===== src/rtl/tsrpe_pkg.sv =====
`default_nettype none

package tsrpe_pkg;

    localparam int ROW_WIDTH_MAX_DEF = 1024;
    localparam int ROWS_MAX_DEF      = 1024;

    localparam int APB_AW = 3;
    localparam int APB_DW = 32;

    localparam int RIGHT_LIMIT_W = 10;
    localparam int LEFT_LIMIT_W  = 11;

    localparam logic [RIGHT_LIMIT_W-1:0]       RIGHT_LIMIT_RST = 10'd100;
    localparam logic signed [LEFT_LIMIT_W-1:0] LEFT_LIMIT_RST  = -11'sd100;

    // register index = paddr[2]
    localparam logic REG_RIGHT_LIMIT = 1'b0;
    localparam logic REG_LEFT_LIMIT  = 1'b1;

    localparam logic [7:0] PIX_BLACK = 8'd0;
    localparam logic [7:0] PIX_GREY  = 8'd128;
    localparam logic [7:0] PIX_WHITE = 8'd255;

    localparam logic [1:0] CLS_OTHER = 2'd0;
    localparam logic [1:0] CLS_BLACK = 2'd1;
    localparam logic [1:0] CLS_GREY  = 2'd2;
    localparam logic [1:0] CLS_WHITE = 2'd3;

    // pattern positions
    localparam logic [1:0] POS_IDLE      = 2'd0;
    localparam logic [1:0] POS_GREY_NEXT = 2'd1;
    localparam logic [1:0] POS_MID       = 2'd2;
    localparam logic [1:0] POS_DONE      = 2'd3;

    typedef enum logic [1:0] {
        SHAPE_NONE     = 2'd0,
        SHAPE_STRAIGHT = 2'd1,
        SHAPE_RIGHT    = 2'd2,
        SHAPE_LEFT     = 2'd3
    } t_shape;

    function automatic logic [1:0] pixel_class(input logic [7:0] v);
        logic [1:0] c;
        case (v)
            PIX_BLACK: c = CLS_BLACK;
            PIX_GREY:  c = CLS_GREY;
            PIX_WHITE: c = CLS_WHITE;
            default:   c = CLS_OTHER;
        endcase
        return c;
    endfunction

    // class expected at each position of the white, grey, white pattern
    function automatic logic [1:0] pattern_expect(input logic [1:0] pos);
        logic [1:0] c;
        case (pos)
            POS_IDLE:      c = CLS_WHITE;
            POS_GREY_NEXT: c = CLS_GREY;
            POS_MID:       c = CLS_WHITE;
            default:       c = CLS_OTHER;
        endcase
        return c;
    endfunction

endpackage

`default_nettype wire


===== src/rtl/track_shape_run_pattern_estimator.sv =====
// Track shape estimator.
// Input channel (i_in_valid / o_in_ready): one grey pixel per request, row by
// row, with end_of_row on the last pixel of each row and end_of_frame on the
// last pixel of the frame (it also ends the row). Each row is split into runs
// of equal value; the white, grey, white run pattern is tracked and the
// midpoint of the grey run is recorded (upper on the first matched row, lower
// afterwards).
// Output channel (o_out_valid / i_out_ready): one request per frame, carrying
// the shape code and the count of matched rows.
// Throughput: one pixel per cycle while no end_of_frame pixel is stalled. A
// pixel is held in an input register, then one pass of run closing, pattern
// step and end-of-frame classification writes the state and the result
// register. o_out_valid is registered and rises as the end_of_frame pixel leaves the input register.
// A stalled receiver only blocks an end_of_frame pixel that would overwrite a
// waiting result; while that pixel waits, the input stalls behind it.
// APB port: right_limit at 0x0, left_limit at 0x4; pready is tied high.
// Reset (synchronous, i_rst_n low) restores the limits to +100 / -100 and
// clears all frame state; no clearing pass is needed.
`default_nettype none

module track_shape_run_pattern_estimator #(
    parameter int ROW_WIDTH_MAX = tsrpe_pkg::ROW_WIDTH_MAX_DEF,
    parameter int ROWS_MAX      = tsrpe_pkg::ROWS_MAX_DEF,
    parameter int CW            = $clog2(ROWS_MAX + 1)
) (
    input  wire logic                          i_clk,
    input  wire logic                          i_rst_n,

    input  wire logic                          i_in_valid,
    output logic                               o_in_ready,
    input  wire logic [7:0]                    i_pixel,
    input  wire logic                          i_end_of_row,
    input  wire logic                          i_end_of_frame,

    output logic                               o_out_valid,
    input  wire logic                          i_out_ready,
    output logic [1:0]                         o_track_shape,
    output logic [CW-1:0]                      o_matched_rows,

    input  wire logic                          psel,
    input  wire logic                          penable,
    input  wire logic                          pwrite,
    input  wire logic [tsrpe_pkg::APB_AW-1:0]  paddr,
    input  wire logic [tsrpe_pkg::APB_DW-1:0]  pwdata,
    output logic [tsrpe_pkg::APB_DW-1:0]       prdata,
    output logic                               pready
);

    localparam int CLW = $clog2(ROW_WIDTH_MAX);
    localparam int DW  = (CLW + 1 > 12) ? CLW + 1 : 12;
    localparam int AW  = CW + 4;
    localparam logic [CLW-1:0] COL_MAX  = CLW'(ROW_WIDTH_MAX - 1);
    localparam logic [CW-1:0]  ROWS_SAT = CW'(ROWS_MAX);

    typedef struct packed {
        logic [1:0]     pos;
        logic           matched;
        logic           first_seen;
        logic           lower_seen;
        logic [CLW-1:0] upper_mid;
        logic [CLW-1:0] lower_mid;
        logic [CW-1:0]  good_rows;
    } t_pat;

    function automatic t_pat close_run(input t_pat s, input logic [1:0] cls,
                                       input logic [CLW-1:0] rs,
                                       input logic [CLW-1:0] re,
                                       input logic last);
        t_pat       r;
        logic [CLW:0] sum;
        r   = s;
        sum = {1'b0, rs} + {1'b0, re};
        if (!s.matched) begin
            if (tsrpe_pkg::pattern_expect(s.pos) != cls) begin
                r.pos = (cls == tsrpe_pkg::CLS_WHITE) ? tsrpe_pkg::POS_GREY_NEXT
                                                      : tsrpe_pkg::POS_IDLE;
            end else begin
                r.pos = s.pos + 2'd1;
                if (r.pos == tsrpe_pkg::POS_MID) begin
                    if (!s.first_seen) begin
                        r.upper_mid = sum[CLW:1];
                    end else begin
                        r.lower_mid  = sum[CLW:1];
                        r.lower_seen = 1'b1;
                    end
                end
                if (r.pos == tsrpe_pkg::POS_DONE) begin
                    r.matched    = 1'b1;
                    r.first_seen = 1'b1;
                end
            end
        end
        if (last && r.matched) begin
            if (r.good_rows != ROWS_SAT) begin
                r.good_rows = r.good_rows + CW'(1);
            end
            r.matched = 1'b0;
            r.pos     = tsrpe_pkg::POS_IDLE;
        end
        return r;
    endfunction

    // configuration
    logic [tsrpe_pkg::RIGHT_LIMIT_W-1:0]       r_right_limit;
    logic signed [tsrpe_pkg::LEFT_LIMIT_W-1:0] r_left_limit;

    // input register
    logic       r_s1_valid;
    logic [7:0] r_s1_pix;
    logic       r_s1_eor;
    logic       r_s1_eof;

    // frame state
    logic [7:0]     r_prev_pixel, n_prev_pixel;
    logic           r_have_prev, n_have_prev;
    logic [CLW-1:0] r_column, n_column;
    logic [CLW-1:0] r_run_start, n_run_start;
    logic [CW-1:0]  r_row_total, n_row_total;
    t_pat           r_pat, n_pat;

    // result register
    logic              r_out_valid;
    tsrpe_pkg::t_shape r_shape, n_shape;
    logic [CW-1:0]     r_matched;

    logic s1_adv;

    logic [CLW:0]          col_inc;
    logic [CLW-1:0]        col;
    logic [AW-1:0]         good_x10;
    logic [AW-1:0]         total_x7;
    logic signed [DW-1:0]  up_mid;
    logic signed [DW-1:0]  lo_mid;
    logic signed [DW-1:0]  diff;
    logic signed [DW-1:0]  rl;
    logic signed [DW-1:0]  ll;

    assign s1_adv     = r_s1_valid && (!r_s1_eof || !r_out_valid || i_out_ready);
    assign o_in_ready = !r_s1_valid || s1_adv;

    assign pready = 1'b1;
    always_comb begin
        case (paddr[2])
            tsrpe_pkg::REG_RIGHT_LIMIT:
                prdata = {{(tsrpe_pkg::APB_DW - tsrpe_pkg::RIGHT_LIMIT_W){1'b0}},
                          r_right_limit};
            default:
                prdata = {{(tsrpe_pkg::APB_DW - tsrpe_pkg::LEFT_LIMIT_W)
                           {r_left_limit[tsrpe_pkg::LEFT_LIMIT_W-1]}}, r_left_limit};
        endcase
    end

    always_ff @(posedge i_clk) begin
        if (!i_rst_n) begin
            r_right_limit <= tsrpe_pkg::RIGHT_LIMIT_RST;
            r_left_limit  <= tsrpe_pkg::LEFT_LIMIT_RST;
        end else if (psel && penable && pwrite && pready) begin
            case (paddr[2])
                tsrpe_pkg::REG_RIGHT_LIMIT:
                    r_right_limit <= pwdata[tsrpe_pkg::RIGHT_LIMIT_W-1:0];
                default:
                    r_left_limit <= pwdata[tsrpe_pkg::LEFT_LIMIT_W-1:0];
            endcase
        end
    end

    always_comb begin
        n_prev_pixel = r_prev_pixel;
        n_have_prev  = r_have_prev;
        n_column     = r_column;
        n_run_start  = r_run_start;
        n_row_total  = r_row_total;
        n_pat        = r_pat;
        n_shape      = tsrpe_pkg::SHAPE_NONE;

        col_inc = {1'b0, r_column} + {{CLW{1'b0}}, 1'b1};
        if (!r_have_prev) begin
            col         = '0;
            n_run_start = '0;
        end else begin
            col = (col_inc > {1'b0, COL_MAX}) ? COL_MAX : col_inc[CLW-1:0];
            if (r_s1_pix != r_prev_pixel) begin
                n_pat = close_run(n_pat, tsrpe_pkg::pixel_class(r_prev_pixel),
                                  r_run_start, r_column, 1'b0);
                n_run_start = col;
            end
        end
        n_column     = col;
        n_prev_pixel = r_s1_pix;
        n_have_prev  = 1'b1;

        if (r_s1_eor || r_s1_eof) begin
            n_pat = close_run(n_pat, tsrpe_pkg::pixel_class(r_s1_pix),
                              n_run_start, col, 1'b1);
            if (r_row_total != ROWS_SAT) begin
                n_row_total = r_row_total + CW'(1);
            end
            n_have_prev = 1'b0;
            n_column    = '0;
            n_run_start = '0;
        end

        // 10*good >= 7*total, by shifts, adds and a subtract
        good_x10 = {1'b0, n_pat.good_rows, 3'b000} + {2'b00, n_pat.good_rows, 1'b0};
        total_x7 = {1'b0, n_row_total, 3'b000} - {4'b0000, n_row_total};

        up_mid = {{(DW - CLW){1'b0}}, n_pat.upper_mid};
        lo_mid = n_pat.lower_seen ? {{(DW - CLW){1'b0}}, n_pat.lower_mid} : up_mid;
        diff   = up_mid - lo_mid;
        rl     = {{(DW - tsrpe_pkg::RIGHT_LIMIT_W){1'b0}}, r_right_limit};
        ll     = {{(DW - tsrpe_pkg::LEFT_LIMIT_W){r_left_limit[tsrpe_pkg::LEFT_LIMIT_W-1]}},
                  r_left_limit};

        if (n_row_total != '0 && good_x10 >= total_x7) begin
            if (ll <= diff && diff <= rl) begin
                n_shape = tsrpe_pkg::SHAPE_STRAIGHT;
            end else if (diff > rl) begin
                n_shape = tsrpe_pkg::SHAPE_RIGHT;
            end else if (diff < ll) begin
                n_shape = tsrpe_pkg::SHAPE_LEFT;
            end
        end
    end

    always_ff @(posedge i_clk) begin
        if (!i_rst_n) begin
            r_s1_valid <= 1'b0;
        end else if (o_in_ready) begin
            r_s1_valid <= i_in_valid;
        end
    end

    always_ff @(posedge i_clk) begin
        if (o_in_ready && i_in_valid) begin
            r_s1_pix <= i_pixel;
            r_s1_eor <= i_end_of_row;
            r_s1_eof <= i_end_of_frame;
        end
    end

    always_ff @(posedge i_clk) begin
        if (!i_rst_n) begin
            r_prev_pixel <= '0;
            r_have_prev  <= 1'b0;
            r_column     <= '0;
            r_run_start  <= '0;
            r_row_total  <= '0;
            r_pat        <= '0;
        end else if (s1_adv) begin
            if (r_s1_eof) begin
                // next frame starts from reset state
                r_prev_pixel <= '0;
                r_have_prev  <= 1'b0;
                r_column     <= '0;
                r_run_start  <= '0;
                r_row_total  <= '0;
                r_pat        <= '0;
            end else begin
                r_prev_pixel <= n_prev_pixel;
                r_have_prev  <= n_have_prev;
                r_column     <= n_column;
                r_run_start  <= n_run_start;
                r_row_total  <= n_row_total;
                r_pat        <= n_pat;
            end
        end
    end

    always_ff @(posedge i_clk) begin
        if (!i_rst_n) begin
            r_out_valid <= 1'b0;
        end else if (s1_adv && r_s1_eof) begin
            r_out_valid <= 1'b1;
        end else if (i_out_ready) begin
            r_out_valid <= 1'b0;
        end
    end

    always_ff @(posedge i_clk) begin
        if (s1_adv && r_s1_eof) begin
            r_shape   <= n_shape;
            r_matched <= n_pat.good_rows;
        end
    end

    assign o_out_valid    = r_out_valid;
    assign o_track_shape  = r_shape;
    assign o_matched_rows = r_matched;

    // an end-of-frame pixel waits while an earlier result is unread
    a_eof_waits: assert property (@(posedge i_clk) disable iff (!i_rst_n)
        (r_s1_valid && r_s1_eof && r_out_valid && !i_out_ready)
            |=> (r_s1_valid && r_s1_eof && r_out_valid))
        else $error("end-of-frame request overran a pending result");

    a_match_pos: assert property (@(posedge i_clk) disable iff (!i_rst_n)
        r_pat.matched == (r_pat.pos == tsrpe_pkg::POS_DONE))
        else $error("row match flag out of step with pattern position");

    a_rows_order: assert property (@(posedge i_clk) disable iff (!i_rst_n)
        r_pat.good_rows <= r_row_total)
        else $error("matched rows exceed total rows");

    a_lower_after_upper: assert property (@(posedge i_clk) disable iff (!i_rst_n)
        r_pat.lower_seen |-> r_pat.first_seen)
        else $error("lower midpoint recorded before first match");

endmodule

`default_nettype wire

===== config.mk =====
export PLATFORM = sky130hd
export DESIGN_NAME = track_shape_run_pattern_estimator
export DESIGN_NICKNAME = d
export VERILOG_FILES = /design/src/rtl/tsrpe_pkg.sv /design/src/rtl/track_shape_run_pattern_estimator.sv
export SDC_FILE = /design/constraint.sdc
export NUM_CORES = 1
export LEC_CHECK = 0
export BUFFER_PORTS_ARGS = -buffer_cell sky130_fd_sc_hd__buf_2
export CORE_MARGIN = 2
export CORE_UTILIZATION = 55
export DETAILED_ROUTE_END_ITERATION = 10
export GPL_TIMING_DRIVEN = 0
export PLACE_DENSITY = 0.75
export SLEW_MARGIN = 5
export SYNTH_ARGS = -nofsm -noshare
export SYNTH_HDL_FRONTEND = slang
export SYNTH_SLANG_ARGS = --single-unit

===== constraint.sdc =====
create_clock -name i_clk -period 13.8 [get_ports i_clk]
set_input_delay 0.69 -clock i_clk [delete_from_list [all_inputs] [get_ports i_clk]]
set_output_delay 0.69 -clock i_clk [all_outputs]
set_load 0.05 [all_outputs]

==> flow_summary.toml <==
[place]
portBuffers = 75
place_inst = 1469
dp_hpwl_mm = 19.0
placed_area_um2 = 10400
dp_slack_ns = 6.31
gp_congestion = 0.884

[detailed_routing]
via_per_inst = 5.93
drc = 0
drtIter0Drc = 635
wirelength_mm = 25.1
wire_per_inst_um = 16.7
first_pass_iters = 5
postRouteAntennaNets = 0
vias = 8902

[floorplan]
die_h_um = 137
dieArea_um2 = 18700
ios = 100
die_w_um = 137
initial_core_util = 0.562
core_area_um2 = 17300
fp-row-count = 48

[sta]
setup_viol = 0
maxSlewViolCount = 0
max_freq_ghz = 0.133
tns_ns = 0
hold_viol_final = 0
rsz0062_at_grt = "no"
slew_headroom = 0.193
skew_ns = 0.00975
worst_hold_slack_ns = 0.430
min_period_over_period = 0.547
worst_slew_pin_slew_ns = 1.21
period_minus_slack_ns = 7.55
fin_ws_ns = 6.25

[power]
totalPowerFinal_uw = 912
max-vdd-ir-drop_v = 0.0000877
p_leak_nw = 4.52
p_per_area_nw_per_um2 = 83.4

[cts]
cts_buffer_depth = 2
post_cts_buffers = 0
clkTransAtPathRegs_ns = 0.06
clock-root-buffer = "clkbuf_16"
clock_latency_ns = 0.44
cts_tree = "built"
clock-sinks = 122
postCtsHoldBufs = 0
cts_max_level = 4
cts_resized = 0
numCtsBuffers = 17

[worst_hold_path]
hold_path.class = "primary input to flop"

[global_route]
overflow = 0
grt_max_degree = 23
grt_pass1_vias = 8168
gr-usage-all-layers = 0.269
antenna_found_initial = 0
grt_pass1_wl_mm = 39.9

[worst_setup_path]
endpoint_kind = "flop"
cp-start-kind = "flop"
critPathKind = "flop to flop"
arrival_ns = 7.71
cp_slowest_cell = "nor4b_4"
required_ns = 13.97
crit_fanout = 10
slowest_delay_ns = 0.66

[finish]
fillers = 1532
drive_gt1_frac = 0.124
finish.instance_area_um2 = 10900
instances_no_fill = 1501
num_antenna_cells = 0
final_common_cell = "nand2_1"
final_cell_mix = "nand2_1, dfxtp_1, ha_1, buf_2, inv_1"
final_util = 0.632
area_delta_synth_final_pct = 12.5
fin_nets = 1413

[logic_synthesis]
synth.avg_cell_area_um2 = 8.31
async_reset_ff_frac = 0
synth_fp_nets = 1319
ys_seq_elements = 122
synth-main-ff-cell = "dfxtp_1"
synthDistinctLibCells = 80
postSynthCellCount = 1169
synth_edf_count = 23
yosysWarnings = 0
syn_area_um2 = 9720
yosysSeqAreaShare = 0.275

[run_status]
status = "complete, no violations"

[flow_run]
max_cap_violations = 0
[critical path, delay by kind of cell, from the launching register on]
family / cells / cell delay (ns)
xor+xnor: 1 / 0.12
fa+ha+maj: 3 / 0.65
compound gates: 11 / 2.31
mux: 2 / 0.48
flops: 1 / 0.37
buf+inv: 7 / 1.24
simple gates: 10 / 2.11
[cells in the mapped netlist, drive strengths merged (23+ instances only)]
cell	instances	area share
a21oi	68	0.035
o21ai	54	0.028
a22oi	25	0.019
clkbuf	39	0.015
nand2	108	0.042
nor2	58	0.022
nor2b	44	0.028
mux2i	27	0.029
dfxtp	99	0.20
buf	38	0.028
a21boi	36	0.028
inv	71	0.027
and2	29	0.019
edfxtp	23	0.071
nand4	24	0.015
ha	94	0.12
xnor2	48	0.043
nand3	36	0.019
[registers in the layout, summed over array words and instances (netlist names), 2 cells and up]
register / cells
n_prev_pixel: 8
o_matched_rows: 11
o_track_shape: 2
r_column: 10
r_left_limit: 11
r_pat: 36
r_prev_pixel: 8
r_right_limit: 10
r_row_total: 11
r_run_start: 10
[path summary, 6_finish.rpt]
| check | to | start | slack (ns) | cells past startpoint |
|---|---|---|---|---|
| setup / recovery | o_track_shape[0]$_SDFFCE_PN0P_ | n_prev_pixel[7]$_DFFE_PP_ | 6.25 | 34 |
| hold / removal | n_prev_pixel[7]$_DFFE_PP_ | i_pixel[7] | 0.43 | 1 |
| setup reg to reg | o_track_shape[0]$_SDFFCE_PN0P_ | n_prev_pixel[7]$_DFFE_PP_ | 6.25 | 34 |
| hold reg to reg | r_pat[20]$_SDFFE_PN0P_ | r_pat[20]$_SDFFE_PN0P_ | 0.46 | 2 |
[layer usage]
layer | vias to the layer above | track usage | share of wire
met3 | 63 | 0.0544 | 0.072
met1 | 4107 | 0.367 | 0.46
met5 | - | 0 | 0
met4 | 0 | 0.107 | 0.026
met2 | 350 | 0.418 | 0.44
li1 | 4382 | - | -
[area by class of cell]
class,count,area [um2],share of cell area
Multi-Input combinational cell,899,6350,0.581
Sequential cell,122,2670,0.244
Clock buffer,19,433,0.0396
Buffer,77,422,0.0386
Timing Repair Buffer,75,375,0.0343
Tap cell,225,282,0.0257
Inverter,71,267,0.0244
Clock inverter,13,129,0.0118
[power by group]
part	internal [mW]	leakage, nW	switching, mW
Sequential	0.368	1.03	0.00481
Combinational	0.0352	3.22	0.0704
Clock	0.263	0.272	0.170
Total	0.666	4.52	0.245
[logic make-up after synthesis]
logic type | synth area share
and+or+nand+nor | 0.202
AOI/OAI and AO/OA | 0.228
buffers and inverters | 0.0708
DFF | 0.275
adders and majority gates | 0.129
xor gates and xnor gates | 0.0630
muxes | 0.0314
other | 0.000386
Power figures use the tool's default switching activity.
